$ cat src/hw/rtl/utt_pkg.sv
// ----------------------------------------------------------------------------
// utt_pkg
// Shared types and constants of the UTF-16LE to UTF-8 transcoder.
// ----------------------------------------------------------------------------
package utt_pkg;

  typedef enum logic [2:0] {
    ERR_NONE     = 3'd0,
    ERR_ODD_LEN  = 3'd1,
    ERR_TRUNC    = 3'd2,
    ERR_BAD_PAIR = 3'd3,
    ERR_LONE_LOW = 3'd4
  } err_code_t;

  localparam logic [15:0] SURR_HI_MIN = 16'hd800;
  localparam logic [15:0] SURR_HI_MAX = 16'hdbff;
  localparam logic [15:0] SURR_LO_MIN = 16'hdc00;
  localparam logic [15:0] SURR_LO_MAX = 16'hdfff;

  localparam logic [20:0] CP_1B_MAX = 21'h00007f;
  localparam logic [20:0] CP_2B_MAX = 21'h0007ff;
  localparam logic [20:0] CP_3B_MAX = 21'h00ffff;
  localparam logic [10:0] PLANE_ADD = 11'd64;  // 0x10000 >> 10

  localparam logic [7:0] LEAD_2B = 8'hc0;
  localparam logic [7:0] LEAD_3B = 8'he0;
  localparam logic [7:0] LEAD_4B = 8'hf0;
  localparam logic [7:0] CONT_B  = 8'h80;

  typedef struct packed {
    logic [7:0] data_byte;
    logic       final_byte;
  } in_item_t;

  typedef struct packed {
    logic [7:0]  utf8_byte;
    logic        run_last;
    logic        text_done;
    logic [2:0]  error_code;
    logic [31:0] error_position;
  } out_item_t;

  typedef struct packed {
    logic [3:0][7:0] bytes;   // bytes[0] leaves first
    logic [1:0]      last;    // byte count minus one
  } utf8_seq_t;

  function automatic utf8_seq_t utf8_encode(input logic [20:0] cp);
    utf8_seq_t s;
    s = '0;
    if (cp <= CP_1B_MAX) begin
      s.bytes[0] = cp[7:0];
      s.last     = 2'd0;
    end else if (cp <= CP_2B_MAX) begin
      s.bytes[0] = LEAD_2B | {3'b000, cp[10:6]};
      s.bytes[1] = CONT_B | {2'b00, cp[5:0]};
      s.last     = 2'd1;
    end else if (cp <= CP_3B_MAX) begin
      s.bytes[0] = LEAD_3B | {4'b0000, cp[15:12]};
      s.bytes[1] = CONT_B | {2'b00, cp[11:6]};
      s.bytes[2] = CONT_B | {2'b00, cp[5:0]};
      s.last     = 2'd2;
    end else begin
      s.bytes[0] = LEAD_4B | {5'b00000, cp[20:18]};
      s.bytes[1] = CONT_B | {2'b00, cp[17:12]};
      s.bytes[2] = CONT_B | {2'b00, cp[11:6]};
      s.bytes[3] = CONT_B | {2'b00, cp[5:0]};
      s.last     = 2'd3;
    end
    return s;
  endfunction

endpackage

$ cat src/hw/rtl/utt_stream_if.sv
// ----------------------------------------------------------------------------
// utt_in_if / utt_out_if
// Valid/ready channels carrying input bytes and UTF-8 result requests.
// ----------------------------------------------------------------------------
interface utt_in_if;
  logic              valid;
  logic              ready;
  utt_pkg::in_item_t data;

  modport source (output valid, output data, input ready);
  modport sink   (input valid, input data, output ready);
endinterface

interface utt_out_if;
  logic               valid;
  logic               ready;
  utt_pkg::out_item_t data;

  modport source (output valid, output data, input ready);
  modport sink   (input valid, input data, output ready);
endinterface

$ cat src/hw/rtl/utf16le_to_utf8_transcoder.sv
// ----------------------------------------------------------------------------
// utf16le_to_utf8_transcoder
// Pairs UTF-16LE bytes into code units, joins surrogates and emits UTF-8
// bytes, or one error request with its position.
// ----------------------------------------------------------------------------
//  channel   dir  handshake        payload
//  in_chan   in   valid/ready      data_byte, final_byte
//  out_chan  out  valid/ready      utf8_byte, run_last, text_done, error_*
//  cfg_*     in   cfg_we           cfg_wdata -> text_start
//
//  An input byte is decoded in the cycle it is accepted and its 0..4 result
//  requests are loaded into the output register, which then sends one per
//  cycle while out_chan.ready is high. The next byte is accepted in the cycle
//  the last pending request leaves. Reset is synchronous: text state and
//  text_start clear to zero.
// ----------------------------------------------------------------------------
module utf16le_to_utf8_transcoder (
  input  logic              clk,
  input  logic              rst_n,
  utt_in_if.sink            in_chan,
  utt_out_if.source         out_chan,
  input  logic              cfg_we,
  input  logic [31:0]       cfg_wdata
);

  // text state
  logic [7:0]  held_r, held_nxt;
  logic        odd_r, odd_nxt;
  logic        hp_r, hp_nxt;
  logic [9:0]  hb_r, hb_nxt;
  logic [31:0] off_r, off_nxt;
  logic        skip_r, skip_nxt;
  logic [31:0] start_r;

  // output register
  logic            bv_r, bv_nxt;
  logic [1:0]      rem_r, rem_nxt;
  logic [3:0][7:0] bytes_r, bytes_nxt;
  logic            done_r, done_nxt;
  logic [2:0]      code_r, code_nxt;
  logic [31:0]     pos_r, pos_nxt;

  logic in_acc, out_acc;
  logic [7:0]  b;
  logic        fin;
  logic [15:0] unit;
  logic        is_hi, is_lo;
  logic [20:0] cp;
  utt_pkg::utf8_seq_t seq;
  logic        has_res;
  logic        enc;
  logic        fail;
  utt_pkg::err_code_t fcode;
  logic [31:0] foff;

  assign b    = in_chan.data.data_byte;
  assign fin  = in_chan.data.final_byte;
  assign unit = {b, held_r};
  assign is_hi = (unit >= utt_pkg::SURR_HI_MIN) && (unit <= utt_pkg::SURR_HI_MAX);
  assign is_lo = (unit >= utt_pkg::SURR_LO_MIN) && (unit <= utt_pkg::SURR_LO_MAX);

  assign in_chan.ready = !bv_r || (out_chan.ready && rem_r == 2'd0);
  assign in_acc  = in_chan.valid && in_chan.ready;
  assign out_acc = bv_r && out_chan.ready;

  always_comb begin
    cp = hp_r ? {({1'b0, hb_r} + utt_pkg::PLANE_ADD), unit[9:0]} : {5'd0, unit};
  end

  assign seq = utt_pkg::utf8_encode(cp);

  // decode of one accepted byte
  always_comb begin
    held_nxt = held_r;
    odd_nxt  = odd_r;
    hp_nxt   = hp_r;
    hb_nxt   = hb_r;
    off_nxt  = off_r;
    skip_nxt = skip_r;
    enc      = 1'b0;
    fail     = 1'b0;
    fcode    = utt_pkg::ERR_NONE;
    foff     = '0;
    if (in_acc) begin
      if (skip_r) begin
        // dropping until the final byte
      end else if (!odd_r) begin
        if (fin) begin
          fail  = 1'b1;
          fcode = utt_pkg::ERR_ODD_LEN;
        end else begin
          held_nxt = b;
          odd_nxt  = 1'b1;
          off_nxt  = off_r + 32'd1;
        end
      end else begin
        odd_nxt  = 1'b0;
        held_nxt = '0;
        off_nxt  = off_r + 32'd1;
        if (hp_r) begin
          if (!is_lo) begin
            fail  = 1'b1;
            fcode = utt_pkg::ERR_BAD_PAIR;
            foff  = off_r - 32'd3;
          end else begin
            enc    = 1'b1;
            hp_nxt = 1'b0;
            hb_nxt = '0;
          end
        end else if (is_hi) begin
          if (fin) begin
            fail  = 1'b1;
            fcode = utt_pkg::ERR_TRUNC;
            foff  = off_r - 32'd1;
          end else begin
            hp_nxt = 1'b1;
            hb_nxt = unit[9:0];
          end
        end else if (is_lo) begin
          fail  = 1'b1;
          fcode = utt_pkg::ERR_LONE_LOW;
          foff  = off_r - 32'd1;
        end else begin
          enc = 1'b1;
        end
      end
      if (fail && !fin) begin
        skip_nxt = 1'b1;
      end
      if (fin) begin
        held_nxt = '0;
        odd_nxt  = 1'b0;
        hp_nxt   = 1'b0;
        hb_nxt   = '0;
        off_nxt  = '0;
        skip_nxt = 1'b0;
      end
    end
  end

  assign has_res = enc || fail;

  // output register: load on a producing byte, shift on each sent request
  always_comb begin
    bv_nxt    = bv_r;
    rem_nxt   = rem_r;
    bytes_nxt = bytes_r;
    done_nxt  = done_r;
    code_nxt  = code_r;
    pos_nxt   = pos_r;
    if (out_acc) begin
      if (rem_r == 2'd0) begin
        bv_nxt = 1'b0;
      end else begin
        rem_nxt   = rem_r - 2'd1;
        bytes_nxt = {8'd0, bytes_r[3:1]};
      end
    end
    if (has_res) begin
      bv_nxt = 1'b1;
      if (fail) begin
        rem_nxt   = 2'd0;
        bytes_nxt = '0;
        done_nxt  = 1'b1;
        code_nxt  = fcode;
        pos_nxt   = start_r + foff;
      end else begin
        rem_nxt   = seq.last;
        bytes_nxt = seq.bytes;
        done_nxt  = fin;
        code_nxt  = utt_pkg::ERR_NONE;
        pos_nxt   = '0;
      end
    end
  end

  always_ff @(posedge clk) begin
    if (!rst_n) begin
      held_r  <= '0;
      odd_r   <= 1'b0;
      hp_r    <= 1'b0;
      hb_r    <= '0;
      off_r   <= '0;
      skip_r  <= 1'b0;
      start_r <= '0;
      bv_r    <= 1'b0;
      rem_r   <= '0;
    end else begin
      held_r <= held_nxt;
      odd_r  <= odd_nxt;
      hp_r   <= hp_nxt;
      hb_r   <= hb_nxt;
      off_r  <= off_nxt;
      skip_r <= skip_nxt;
      bv_r   <= bv_nxt;
      rem_r  <= rem_nxt;
      if (cfg_we) begin
        start_r <= cfg_wdata;
      end
    end
  end

  always_ff @(posedge clk) begin
    bytes_r <= bytes_nxt;
    done_r  <= done_nxt;
    code_r  <= code_nxt;
    pos_r   <= pos_nxt;
  end

  assign out_chan.valid               = bv_r;
  assign out_chan.data.utf8_byte      = bytes_r[0];
  assign out_chan.data.run_last       = (rem_r == 2'd0);
  assign out_chan.data.text_done      = (rem_r == 2'd0) && done_r;
  assign out_chan.data.error_code     = code_r;
  assign out_chan.data.error_position = pos_r;

  // error requests are always single
  a_err_single: assert property (@(posedge clk) disable iff (!rst_n)
    bv_r && code_r != utt_pkg::ERR_NONE |-> rem_r == 2'd0 && done_r)
    else $error("error request with trailing bytes");

  // final byte returns the text state to idle
  a_fin_clears: assert property (@(posedge clk) disable iff (!rst_n)
    in_acc && fin |=> !odd_r && !hp_r && !skip_r && off_r == 32'd0)
    else $error("text state not cleared after final byte");

  // no held byte outside the high-byte phase
  a_held_idle: assert property (@(posedge clk) disable iff (!rst_n)
    !odd_r |-> held_r == 8'd0)
    else $error("held byte left over");

  // surrogate bits only while a high surrogate is pending
  a_hb_idle: assert property (@(posedge clk) disable iff (!rst_n)
    !hp_r |-> hb_r == 10'd0)
    else $error("stale high surrogate bits");

endmodule
$ cat src/flat_wrapper.sv
// flat-port wrapper written by rule: the top's interface ports become plain ports
module utf16le_to_utf8_transcoder_flat 
  (clk, rst_n, cfg_we, cfg_wdata, in_chan_valid, in_chan_data, in_chan_ready, out_chan_valid, out_chan_data, out_chan_ready);
  utt_in_if in_chan_i ();
  utt_out_if out_chan_i ();
  input  logic clk;
  input  logic rst_n;
  input  logic cfg_we;
  input  logic [31:0] cfg_wdata;
  input wire logic [$bits(in_chan_i.valid)-1:0] in_chan_valid;
  input wire logic [$bits(in_chan_i.data)-1:0] in_chan_data;
  output wire logic [$bits(in_chan_i.ready)-1:0] in_chan_ready;
  output wire logic [$bits(out_chan_i.valid)-1:0] out_chan_valid;
  output wire logic [$bits(out_chan_i.data)-1:0] out_chan_data;
  input wire logic [$bits(out_chan_i.ready)-1:0] out_chan_ready;
  assign in_chan_i.valid = in_chan_valid;
  assign in_chan_i.data = in_chan_data;
  assign in_chan_ready = in_chan_i.ready;
  assign out_chan_valid = out_chan_i.valid;
  assign out_chan_data = out_chan_i.data;
  assign out_chan_i.ready = out_chan_ready;
  utf16le_to_utf8_transcoder u_core (.clk(clk), .rst_n(rst_n), .in_chan(in_chan_i), .out_chan(out_chan_i), .cfg_we(cfg_we), .cfg_wdata(cfg_wdata));
endmodule
$ cat config.mk
export PLATFORM = sky130hd
export DESIGN_NAME = utf16le_to_utf8_transcoder_flat
export DESIGN_NICKNAME = d
export VERILOG_FILES = /design/src/hw/rtl/utt_pkg.sv /design/src/hw/rtl/utt_stream_if.sv /design/src/hw/rtl/utf16le_to_utf8_transcoder.sv /design/src/flat_wrapper.sv
export SDC_FILE = /design/constraint.sdc
export NUM_CORES = 1
export LEC_CHECK = 0
export BUFFER_PORTS_ARGS = -buffer_cell sky130_fd_sc_hd__buf_2
export CAP_MARGIN = 20
export CELL_PAD_IN_SITES_DETAIL_PLACEMENT = 0
export CELL_PAD_IN_SITES_GLOBAL_PLACEMENT = 1
export CORE_ASPECT_RATIO = 1.25
export CORE_MARGIN = 2
export CORE_UTILIZATION = 40
export DETAILED_ROUTE_END_ITERATION = 10
export GPL_TIMING_DRIVEN = 0
export PLACE_DENSITY_LB_ADDON = 0.1
export SETUP_SLACK_MARGIN = 0.3
export SYNTH_ARGS = -nofsm -noshare
export SYNTH_HDL_FRONTEND = slang
export SYNTH_SLANG_ARGS = --single-unit
$ cat constraint.sdc
create_clock -name clk -period 9.2 [get_ports clk]
set_input_delay 1.38 -clock clk [delete_from_list [all_inputs] [get_ports clk]]
set_output_delay 1.38 -clock clk [all_outputs]
set_load 0.05 [all_outputs]
==> metrics.csv, run 1 <==
metric,value,unit
status,finished clean,
Worst Tran Pin Value,1.08,ns
Layout area overhead,15.1,%
clk buf depth,2,
Worst Path Arrival,6.45,ns
Cells after Synth,1143,
Synth top area share,20.0,%
setup TNS,0,ns
"count leader, synth",nor2_1,
CP startpoint,in_chan_data[6],
H-tree levels,4,
Fin. Hold Viols,0,
std cell rows,63,
die area,25700,µm²
Leak Pwr,4.40,nW
WP data required,9.34,ns
skew final,0.0152,ns
RePlAce Congestion,0.903,
Die Width,144,µm
Synth Area per Inst,8.54,µm²
Post CTS Setup Buffer Count,0,
hold_buf cts,0,
Sinks on Clock Net,153,
initial antenna violation count,2,
reg2reg setup slack,3.74,ns
PortBufs,89,
drt total wl,30300,µm
clock-pin transition on the worst setup and hold timing paths,0.06,ns
DR iter-0 viols,608,
Async SR Flop Fraction,0,%
RSZ-0062 raised after global routing,false,
HPWL after DPL,23300,µm
Relative slew margins,27.3,%
Post-synth top flop,dfxtp_1,
fmax,0.158,GHz
reg2reg path depth,17,
CTS Buf Count,17,
Worst-Skew Late Latency,0.44,ns
Hold/Removal Path Class,flop to flop,
vias in the first global route,8605,
#FFs+latches synth,153,
post-cts resize count,0,
min cycle time layout,6.31,ns
count of cell types in the netlist,74,
critical path type,input port to flop,
IO Pins,93,
PD cells,159,nW/µm²
RR Startpoint,u_core.off_r[3]$_SDFFE_PN0P_,
Placed Area,10600,µm²
layout cells sized above 1,12.4,%
Final Cell Area,11200,µm²
Via density,5.57,
sequential-to-total area share from yosys stat,38.1,%
Finished Core Util,47.0,%
CP max FO,10,
Final #Nets,1335,
max cap viols,0,
number of synthesized flops with an enable pin,65,
Ys Warns,0,
worst flop-to-flop path endpoint,u_core.pos_r[26]$_SDFFCE_PN0N_,
core area,23900,µm²
Non-Filler Instances,1592,
largest net degree at the start of global routing,38,
Starting Density,40.8,%
filler cell count,2431,
drt first pass iters,7,
Mapped Area,9760,µm²
Wirelength per Cell,19.1,µm
antenna-violating nets left,0,
clk root buf,clkbuf_16,
Max VDD drop,0.000111,V
CP Cell Sequence,"buf_2, nand4b_1, a2111oi_2, clkbuf_1, a21oi_1, a311oi_1, ha_1, and3_1, a221oi_1, o21ai_0, a31oi_1, o221ai_1, a211oi_1, nor3_1",
DR vias,8872,
cell taking the most area after synthesis,edfxtp_1,
period utilization,68.6,%
setup violators final,0,
CP endpoint,u_core.pos_r[26]$_SDFFCE_PN0N_,
Critical Path Start Type,input port,
critical path capture point type,flop,
CP peak stage delay,0.99,ns
Placed Cells incl. Taps,1557,
first-pass GRT wire length,47500,µm
Vert. Die Dim,179,µm
Tot GR Track Use,24.4,%
Synth area leaders,"edfxtp_1, dfxtp_1, a21oi_1, nor2_1, ha_1",
CP max stage cell,a2111oi_2,
syn nets,1225,
CTS tree,done,
DRC errors left,0,
grt ovf,0,
Synth top cells by count,"nor2_1, a21oi_1, nand2_1, dfxtp_1, edfxtp_1",
fin. max-slew vios,0,
cell usage in the layout (no fill, tap or decap), types with 5 or more instances in the layout:
| cell | count |
|---|---|
| dfxtp_1 | 88 |
| buf_1 | 6 |
| nand3_1 | 32 |
| o21ai_0 | 54 |
| and2_1 | 12 |
| a21o_1 | 19 |
| ha_1 | 35 |
| a211oi_1 | 23 |
| buf_2 | 93 |
| o211ai_1 | 5 |
| nor2_1 | 123 |
| nor3_1 | 24 |
| nand2_1 | 90 |
| a22o_1 | 10 |
| inv_1 | 30 |
| a31oi_1 | 10 |
| buf_4 | 9 |
| xor2_1 | 28 |
| or4_1 | 5 |
| a21boi_0 | 15 |
| clkbuf_16 | 17 |
| nand2b_1 | 11 |
| o21a_1 | 8 |
| o221ai_1 | 6 |
| nand4_1 | 15 |
| xnor2_1 | 18 |
| o22ai_1 | 8 |
| a21oi_1 | 100 |
| edfxtp_1 | 65 |
| mux2i_1 | 43 |
| or3_1 | 16 |
| nor4_1 | 11 |
| a311oi_1 | 6 |
| nor2b_1 | 49 |
| and3_1 | 18 |
| clkbuf_1 | 63 |
| a22oi_1 | 16 |
cells by family (layout without fill, tap and decap cells):
group	after synthesis	after routing	share of synthesized area, %
and+or+nand+nor	435	435	22.9
AOI/OAI and AO/OA	315	315	20.8
DFF	153	153	38.1
buffers and inverters	115	238	4.98
xor gates and xnor gates	46	46	4.13
muxes	43	43	4.41
adders and majority gates	36	36	4.69
other	0	1	0
critical path: cells and delay by family:
kind	cells	cell delay (ns)
and+or+nand+nor	3	0.55
adders and majority gates	1	0.36
AOI/OAI and AO/OA	8	3.57
buffers and inverters	2	0.60
layer usage:
metal  up-vias  share of wire [%]  global-route usage, %
met5         -                  0                      0
met4         0                4.2                   11.9
met3        57                4.4                   3.73
met2       263                 51                   43.5
met1      4155                 41                   28.5
li1       4397                  -                      -
registers in the layout, summed over array words and instances (netlist names):
| signal | cells |
|---|---|
| u_core.off_r | 32 |
| u_core.pos_r | 32 |
| u_core.code_r | 3 |
| u_core.out_chan.data | 8 |
| u_core.bytes_r | 21 |
| u_core.out_chan.valid | 1 |
| u_core.done_r | 1 |
| u_core.rem_r | 2 |
| u_core.odd_r | 1 |
| u_core.hb_r | 10 |
| u_core.start_r | 32 |
| u_core.held_r | 8 |
| u_core.skip_r | 1 |
| u_core.hp_r | 1 |
cell type report:
cell class / count / area (µm²) / share of cell area, %
Antenna cell: 1 / 2.50 / 0.0223
Sequential cell: 153 / 3710 / 33.1
Timing Repair Buffer: 91 / 455 / 4.06
Multi-Input combinational cell: 875 / 5560 / 49.5
Buffer: 83 / 365 / 3.25
Clock buffer: 18 / 429 / 3.82
Tap cell: 325 / 407 / 3.62
Inverter: 32 / 120 / 1.07
Clock inverter: 14 / 174 / 1.55
per-stage QoR:
stage	worst slack (ns)	total power, W	hold WS [ns]
global route	2.59	0.00186	0.512
detailed placement	2.51	0.00108	0.460
CTS	2.92	0.00181	0.469
global placement	2.01	0.00108	0.451
floorplan	3.83	0.000992	0.441
finish	2.89	0.00179	0.465
power breakdown:
group          total (W)  switching (W)  internal, W
combinational   0.000282       0.000201    0.0000812
clock           0.000728       0.000300     0.000428
sequential      0.000780      0.0000211     0.000759
total            0.00179       0.000521      0.00127
worst min path at each step:
| stage | startpoint | endpoint | cells after the start |
|---|---|---|---|
| 2_1_floorplan | u_core.hb_r[0]$_SDFFE_PN0P_ | u_core.hb_r[0]$_SDFFE_PN0P_ | 2 |
| 4_1_cts | u_core.hb_r[0]$_SDFFE_PN0P_ | u_core.hb_r[0]$_SDFFE_PN0P_ | 2 |
| 3_5_place_dp | u_core.hb_r[0]$_SDFFE_PN0P_ | u_core.hb_r[0]$_SDFFE_PN0P_ | 2 |
| 3_3_place_gp | u_core.hb_r[0]$_SDFFE_PN0P_ | u_core.hb_r[0]$_SDFFE_PN0P_ | 2 |
| 6_report | u_core.hb_r[0]$_SDFFE_PN0P_ | u_core.hb_r[0]$_SDFFE_PN0P_ | 2 |
| 5_1_grt | u_core.hb_r[3]$_SDFFE_PN0P_ | u_core.hb_r[3]$_SDFFE_PN0P_ | 2 |
(Power assumes the default switching activity.)
==> run 2, diff against run 1 <==
clock period = 5.5 ns   (was 9.2 ns; I/O delays follow)
==> run 2 against run 1 <==
  * Clock power up 68%
  * Hold slack better by 0.00072 ns
  * Non-clock buffer count is 2 higher
  * Wire length grew 0.58%
  * Critical path depth increased by 1
  * Final area grew 0.89%
  * Total power up 68%
  * Clock skew rose by 0.00096 ns
  * Count of clock-buffer cells in the layout is the same
  * Via count grew 0.27%
  * Largest cell class unchanged
  * Highest routed layer unchanged
==> metrics.csv, run 2 (synthesized netlist as in run 1, its figures left out) <==
metric,value,unit,change
hold endpoint,u_core.hb_r[0]$_SDFFE_PN0P_,,
reg2reg setup slack,0.53,ns,-3.21 ns
clk buf depth,2,,unchanged
met1 Usage GRT,28.5,%,+0.050 points
DRC errors left,0,,unchanged
drt total wl,30500,µm,+0.58%
Wirelength per Cell,19.1,µm,+0.39%
Leak Pwr,4.43,nW,+0.59%
period utilization,91.4,%,
critical path type,input port to flop,,
busiest grt layer,met2,,
CP Cell Sequence,"buf_2, and4b_1, clkbuf_1, a31oi_2, clkbuf_1, o21ai_0, a311oi_1, ha_1, o21a_1, o211a_1, a2111o_1, a31o_2, o211ai_1, o21ai_0, mux2i_1",,
Non-Filler Instances,1595,,+0.19%
grt ovf,0,,unchanged
Fin. Hold Viols,0,,unchanged
met2 GRT Util,43.5,%,about the same
skew final,0.0162,ns,+0.000958 ns
setup violators final,0,,unchanged
first-pass GRT wire length,47600,µm,+0.12%
hold_buf cts,0,,unchanged
Die Width,144,µm,unchanged
"most common cell after layout, fill and taps aside",nor2_1,,
Crit path max-delay family,compound AO/OA/AOI/OAI gates,,
PD cells,265,nW/µm²,+66%
Sinks on Clock Net,153,,unchanged
DR iter-0 viols,525,,-14%
PortBufs,89,,unchanged
core area,23900,µm²,unchanged
RR Startpoint,u_core.off_r[3]$_SDFFE_PN0P_,,
Worst Tran Pin Value,1.11,ns,+0.0281 ns
CP Buf/Inv Count,3,,+1
DR vias,8896,,+0.27%
drt first pass iters,7,,unchanged
CP max FO,10,,unchanged
reg2reg path depth,18,,+1
antenna-violating nets left,0,,unchanged
Max VDD drop,0.000190,V,+71%
status,finished clean,,
H-tree levels,4,,unchanged
Final Cell Area,11300,µm²,+0.89%
initial antenna violation count,2,,unchanged
vias in the first global route,8627,,+0.26%
Placed Cells incl. Taps,1557,,unchanged
clock-pin transition on the worst setup and hold timing paths,0.06,ns,about the same
Worst Path Arrival,5.20,ns,-1.25 ns
Worst-Skew Late Latency,0.44,ns,about the same
min cycle time layout,5.03,ns,
CP max stage cell,a31oi_2,,
Via density,5.58,,about the same
Hold Worst Slack,0.466,ns,+0.000720 ns
GRT met3 Usage,3.79,%,+0.054 points
RePlAce Congestion,0.903,,unchanged
final worst setup slack,0.471,ns,-2.42 ns
Relative slew margins,25.4,%,-1.9 points
worst flop-to-flop path endpoint,u_core.pos_r[26]$_SDFFCE_PN0N_,,
Layout area overhead,16.1,%,
HPWL after DPL,23300,µm,unchanged
std cell rows,63,,unchanged
CP peak stage delay,0.56,ns,-0.43 ns
IO Pins,93,,unchanged
layout cells sized above 1,13.6,%,+1.2 points
Vert. Die Dim,179,µm,unchanged
fmax,0.199,GHz,
hold depth,2,,unchanged
Critical Path Start Type,input port,,
Starting Density,40.8,%,unchanged
largest registers,"u_core.off_r: 32 flops, u_core.pos_r: 32 flops, u_core.start_r: 32 flops",,
die area,25700,µm²,unchanged
CTS tree,done,,
largest net degree at the start of global routing,38,,unchanged
max cap viols,0,,unchanged
critical path capture point type,flop,,
Tot GR Track Use,24.5,%,about the same
clk root buf,clkbuf_16,,
Placed Area,10600,µm²,unchanged
fin. max-slew vios,0,,unchanged
Final #Nets,1337,,+0.15%
CTS Buf Count,17,,unchanged
RSZ-0062 raised after global routing,false,,
most frequent cells in the layout,"nor2_1, a21oi_1, buf_2",,
Hold/Removal Path Class,flop to flop,,
WP data required,5.67,ns,-3.67 ns
pre-CTS WS,-0.632,ns,-3.14 ns
HP Start,u_core.hb_r[0]$_SDFFE_PN0P_,,
[run 2: cell count changes in the layout (fill, tap and decap cells not counted), moves of 2 or more]
cell	change
o21ai_0	-2
o21ai_1	+2
a31oi_1	-2
a211oi_1	-2
nor3_1	-3
clkbuf_2	+3
buf_4	+2
nor3_2	+3
clkbuf_1	-3
a211oi_2	+2
[run 2: worst register-to-register path, stage by stage (launching register included)]
cell and delay [ns]:
dfxtp_1 0.29, clkbuf_2 0.18, or4_4 0.54, buf_6 0.16, or2_1 0.30, or3_1 0.38
or4b_1 0.54, o32ai_1 0.14, nor2_1 0.08, a211oi_2 0.26, ha_1 0.33, a21o_1 0.21
a21o_1 0.18, a221o_1 0.32, a31oi_4 0.20, buf_4 0.15, o221a_2 0.22, o21ai_0 0.10
nor3_1 0.21
[run 2: how the worst max path moves through the flow]
stage                                             from                              to  slack, ns  depth (start not counted)
after floorplan                        in_chan_data[5]  u_core.pos_r[26]$_SDFFCE_PN0N_       0.68                         14
after detailed placement               in_chan_data[6]  u_core.pos_r[26]$_SDFFCE_PN0N_      -0.63                         14
final                                  in_chan_data[8]  u_core.pos_r[31]$_SDFFCE_PN0N_       0.47                         15
after global placement                 in_chan_data[6]  u_core.pos_r[26]$_SDFFCE_PN0N_      -1.13                         14
after global routing                   in_chan_data[6]  u_core.pos_r[31]$_SDFFCE_PN0N_       0.31                         15
after CTS                 u_core.off_r[3]$_SDFFE_PN0P_  u_core.pos_r[26]$_SDFFCE_PN0N_       0.31                         17
[run 2: layout make-up]
type,count,area [µm²]
well taps,325,407
repair buffers,93,470
diodes,2,5.00
clock buffers,18,429
inverters,32,120
clock inverters,14,174
plain buffers,83,369
multi-input cells,875,5640
fillers,2426,12600
flip-flops and latches,153,3710
[run 2: per-stage QoR]
stage	TNS (ns)	utilization (%)	total power, W
5_1_grt	0	47.4	0.00312
6_report	0	47.4	0.00300
2_1_floorplan	0	-	0.00166
3_5_place_dp	-5.24	44.4	0.00180
3_3_place_gp	-15.71	44.4	0.00180
4_1_cts	0	47.1	0.00303
[run 2: metal layers]
metal | routed length, µm | vias to the layer above
met5 | 0 | -
li1 | - | 4399
met4 | 1390 | 0
met1 | 12400 | 4167
met3 | 1350 | 63
met2 | 15300 | 267
[run 2: repair_timing]
action,4_1_cts,5_1_grt
setup buffers,0,2
endpoints found under the setup margin,14,13
pin swaps,1,2
gates resized for setup,7,13
[run 2: report_power, final]
group | internal [W] | switching (W)
Combinational | 0.000137 | 0.000338
Sequential | 0.00127 | 0.0000351
Clock | 0.000716 | 0.000508
==> run 3, diff against run 2 <==
clock period = 5.9 ns   (was 5.5 ns; I/O delays follow)
==> run 3 against run 2 <==
  * Die area unchanged
  * First-iteration DRC count decreased by 1.1%
  * Clock power shrank 7%
  * Count of clock-buffer cells in the layout stayed put
  * Critical endpoint is now u_core.pos_r[26]$_SDFFCE_PN0N_
  * Total power is 6.9% lower
  * Global-route usage about the same
  * Cell count decreased by 0.19%
  * Sequential share of layout area grew 0.20 points
  * Sequential power fell by 6%
  * Non-clock buffer count down 2
  * Flip-flop and latch count unchanged
  * Via count about the same
==> metrics.csv, run 3 (synthesized netlist as in run 1, its figures left out) <==
metric,value,unit,change
DR iter-0 viols,519,,-1.1%
vias in the first global route,8593,,-0.39%
RePlAce Congestion,0.903,,unchanged
PortBufs,89,,unchanged
RSZ-0062 raised after global routing,true,,
clk buf depth,2,,unchanged
DRC errors left,0,,unchanged
layout cells sized above 1,12.6,%,-0.93 points
H-tree levels,4,,unchanged
Die Width,144,µm,unchanged
Sinks on Clock Net,153,,unchanged
setup TNS,0,ns,unchanged
Leak Pwr,4.40,nW,-0.55%
Critical Path Start Type,input port,,
IO Pins,93,,unchanged
Starting Density,40.8,%,unchanged
HPWL after DPL,23300,µm,unchanged
Worst-Skew Late Latency,0.44,ns,about the same
first-pass GRT wire length,47500,µm,-0.10%
Hold/Removal Path Class,flop to flop,,
max cap viols,0,,unchanged
Relative slew margins,28.8,%,+3.4 points
Max VDD drop,0.000178,V,-6.6%
CTS Buf Count,17,,unchanged
status,finished clean,,
min cycle time layout,5.29,ns,
core area,23900,µm²,unchanged
Via density,5.59,,+0.17%
"most common cell after layout, fill and taps aside",nor2_1,,
PD cells,248,nW/µm²,-6.3%
Worst Tran Pin Value,1.06,ns,-0.0501 ns
Worst Path Arrival,5.43,ns,+0.23 ns
antenna-violating nets left,0,,unchanged
clk root buf,clkbuf_16,,
largest net degree at the start of global routing,38,,unchanged
fmax,0.189,GHz,
WP data required,6.05,ns,+0.38 ns
initial antenna violation count,2,,unchanged
Final #Nets,1335,,-0.15%
skew final,0.0156,ns,-0.000611 ns
Layout area overhead,15.4,%,
Vert. Die Dim,179,µm,unchanged
drt total wl,30400,µm,-0.41%
die area,25700,µm²,unchanged
CP Cell Sequence,"buf_2, nand4b_1, a2111oi_4, clkbuf_1, a21oi_1, a311oi_1, ha_1, and3_1, a221oi_1, o21ai_0, a31oi_2, o221ai_1, a211oi_1, nor3_1",,
Reg area,3710,µm²,unchanged
Post CTS Setup Buffer Count,0,,unchanged
critical path capture point type,flop,,
post-cts resize count,1,,-6
Hold Worst Slack,0.466,ns,+0.0000520 ns
filler cell count,2428,,+0.082%
CP peak stage delay,0.68,ns,+0.12 ns
clock-pin transition on the worst setup and hold timing paths,0.06,ns,about the same
setup violators final,0,,unchanged
DR vias,8894,,-0.022%
critical path type,input port to flop,,
CTS tree,done,,
std cell rows,63,,unchanged
Tot GR Track Use,24.5,%,about the same
largest registers,"u_core.off_r: 32 flops, u_core.pos_r: 32 flops, u_core.start_r: 32 flops",,
hold_buf cts,0,,unchanged
drt first pass iters,7,,unchanged
fin. max-slew vios,0,,unchanged
Wirelength per Cell,19.1,µm,-0.23%
most frequent cells in the layout,"nor2_1, a21oi_1, buf_2",,
area of the multi-input gates,5600,µm²,-0.84%
grt ovf,0,,unchanged
CP max FO,10,,unchanged
CP max stage cell,a2111oi_4,,
Fin. Hold Viols,0,,unchanged
period utilization,89.6,%,
## run 3: changes by cell type in the layout (fill, tap and decap cells not counted), sizes merged
| cell | previous run | this run |
|---|---|---|
| buf | 112 | 110 |
| diode | 2 | 1 |
## run 3: critical path, delay by kind of cell
family / cells / cell delay (ns)
AOI/OAI and AO/OA: 8 / 3.00
buffers and inverters: 2 / 0.59
and+or+nand+nor: 3 / 0.58
adders and majority gates: 1 / 0.36
## run 3: final timing paths
kind	startpoint	end	slack, ns	cells after the start
setup / recovery	in_chan_data[6]	u_core.pos_r[26]$_SDFFCE_PN0N_	0.61	14
hold / removal	u_core.hb_r[0]$_SDFFE_PN0P_	u_core.hb_r[0]$_SDFFE_PN0P_	0.47	2
setup reg to reg	u_core.off_r[3]$_SDFFE_PN0P_	u_core.pos_r[29]$_SDFFCE_PN0N_	0.63	16
hold reg to reg	u_core.hb_r[0]$_SDFFE_PN0P_	u_core.hb_r[0]$_SDFFE_PN0P_	0.47	2
## run 3: stage by stage
step	area (µm²)	worst slack (ns)	total power (W)	util, %	std cells
2_1_floorplan	9760	1.02	0.00155	-	1143
3_3_place_gp	10600	-0.791	0.00168	44.4	1557
3_5_place_dp	10600	-0.292	0.00168	44.4	1557
4_1_cts	11200	0.341	0.00283	47.0	1589
5_1_grt	11300	0.247	0.00291	47.1	1591
6_report	11300	0.614	0.00280	47.2	1592
## run 3: per-layer routing
layer	part of all wire, %	routed length (µm)	track usage [%]
met5	0	0	0
met4	4.4	1330	11.8
met3	4.5	1360	3.79
met2	51	15400	43.5
met1	40	12300	28.5
## run 3: cell type report
class	count	share of cell area, %
Antenna cell	1	0.0222
Tap cell	325	3.61
Inverter	32	1.07
Timing Repair Buffer	91	4.04
Buffer	83	3.24
Clock buffer	18	3.81
Clock inverter	14	1.54
Multi-Input combinational cell	875	49.7
Sequential cell	153	33.0
## run 3: power breakdown
part           switching [W]  internal (W)
Sequential         0.0000330       0.00118
Clock               0.000473      0.000668
Combinational       0.000314      0.000127
Total               0.000820       0.00198
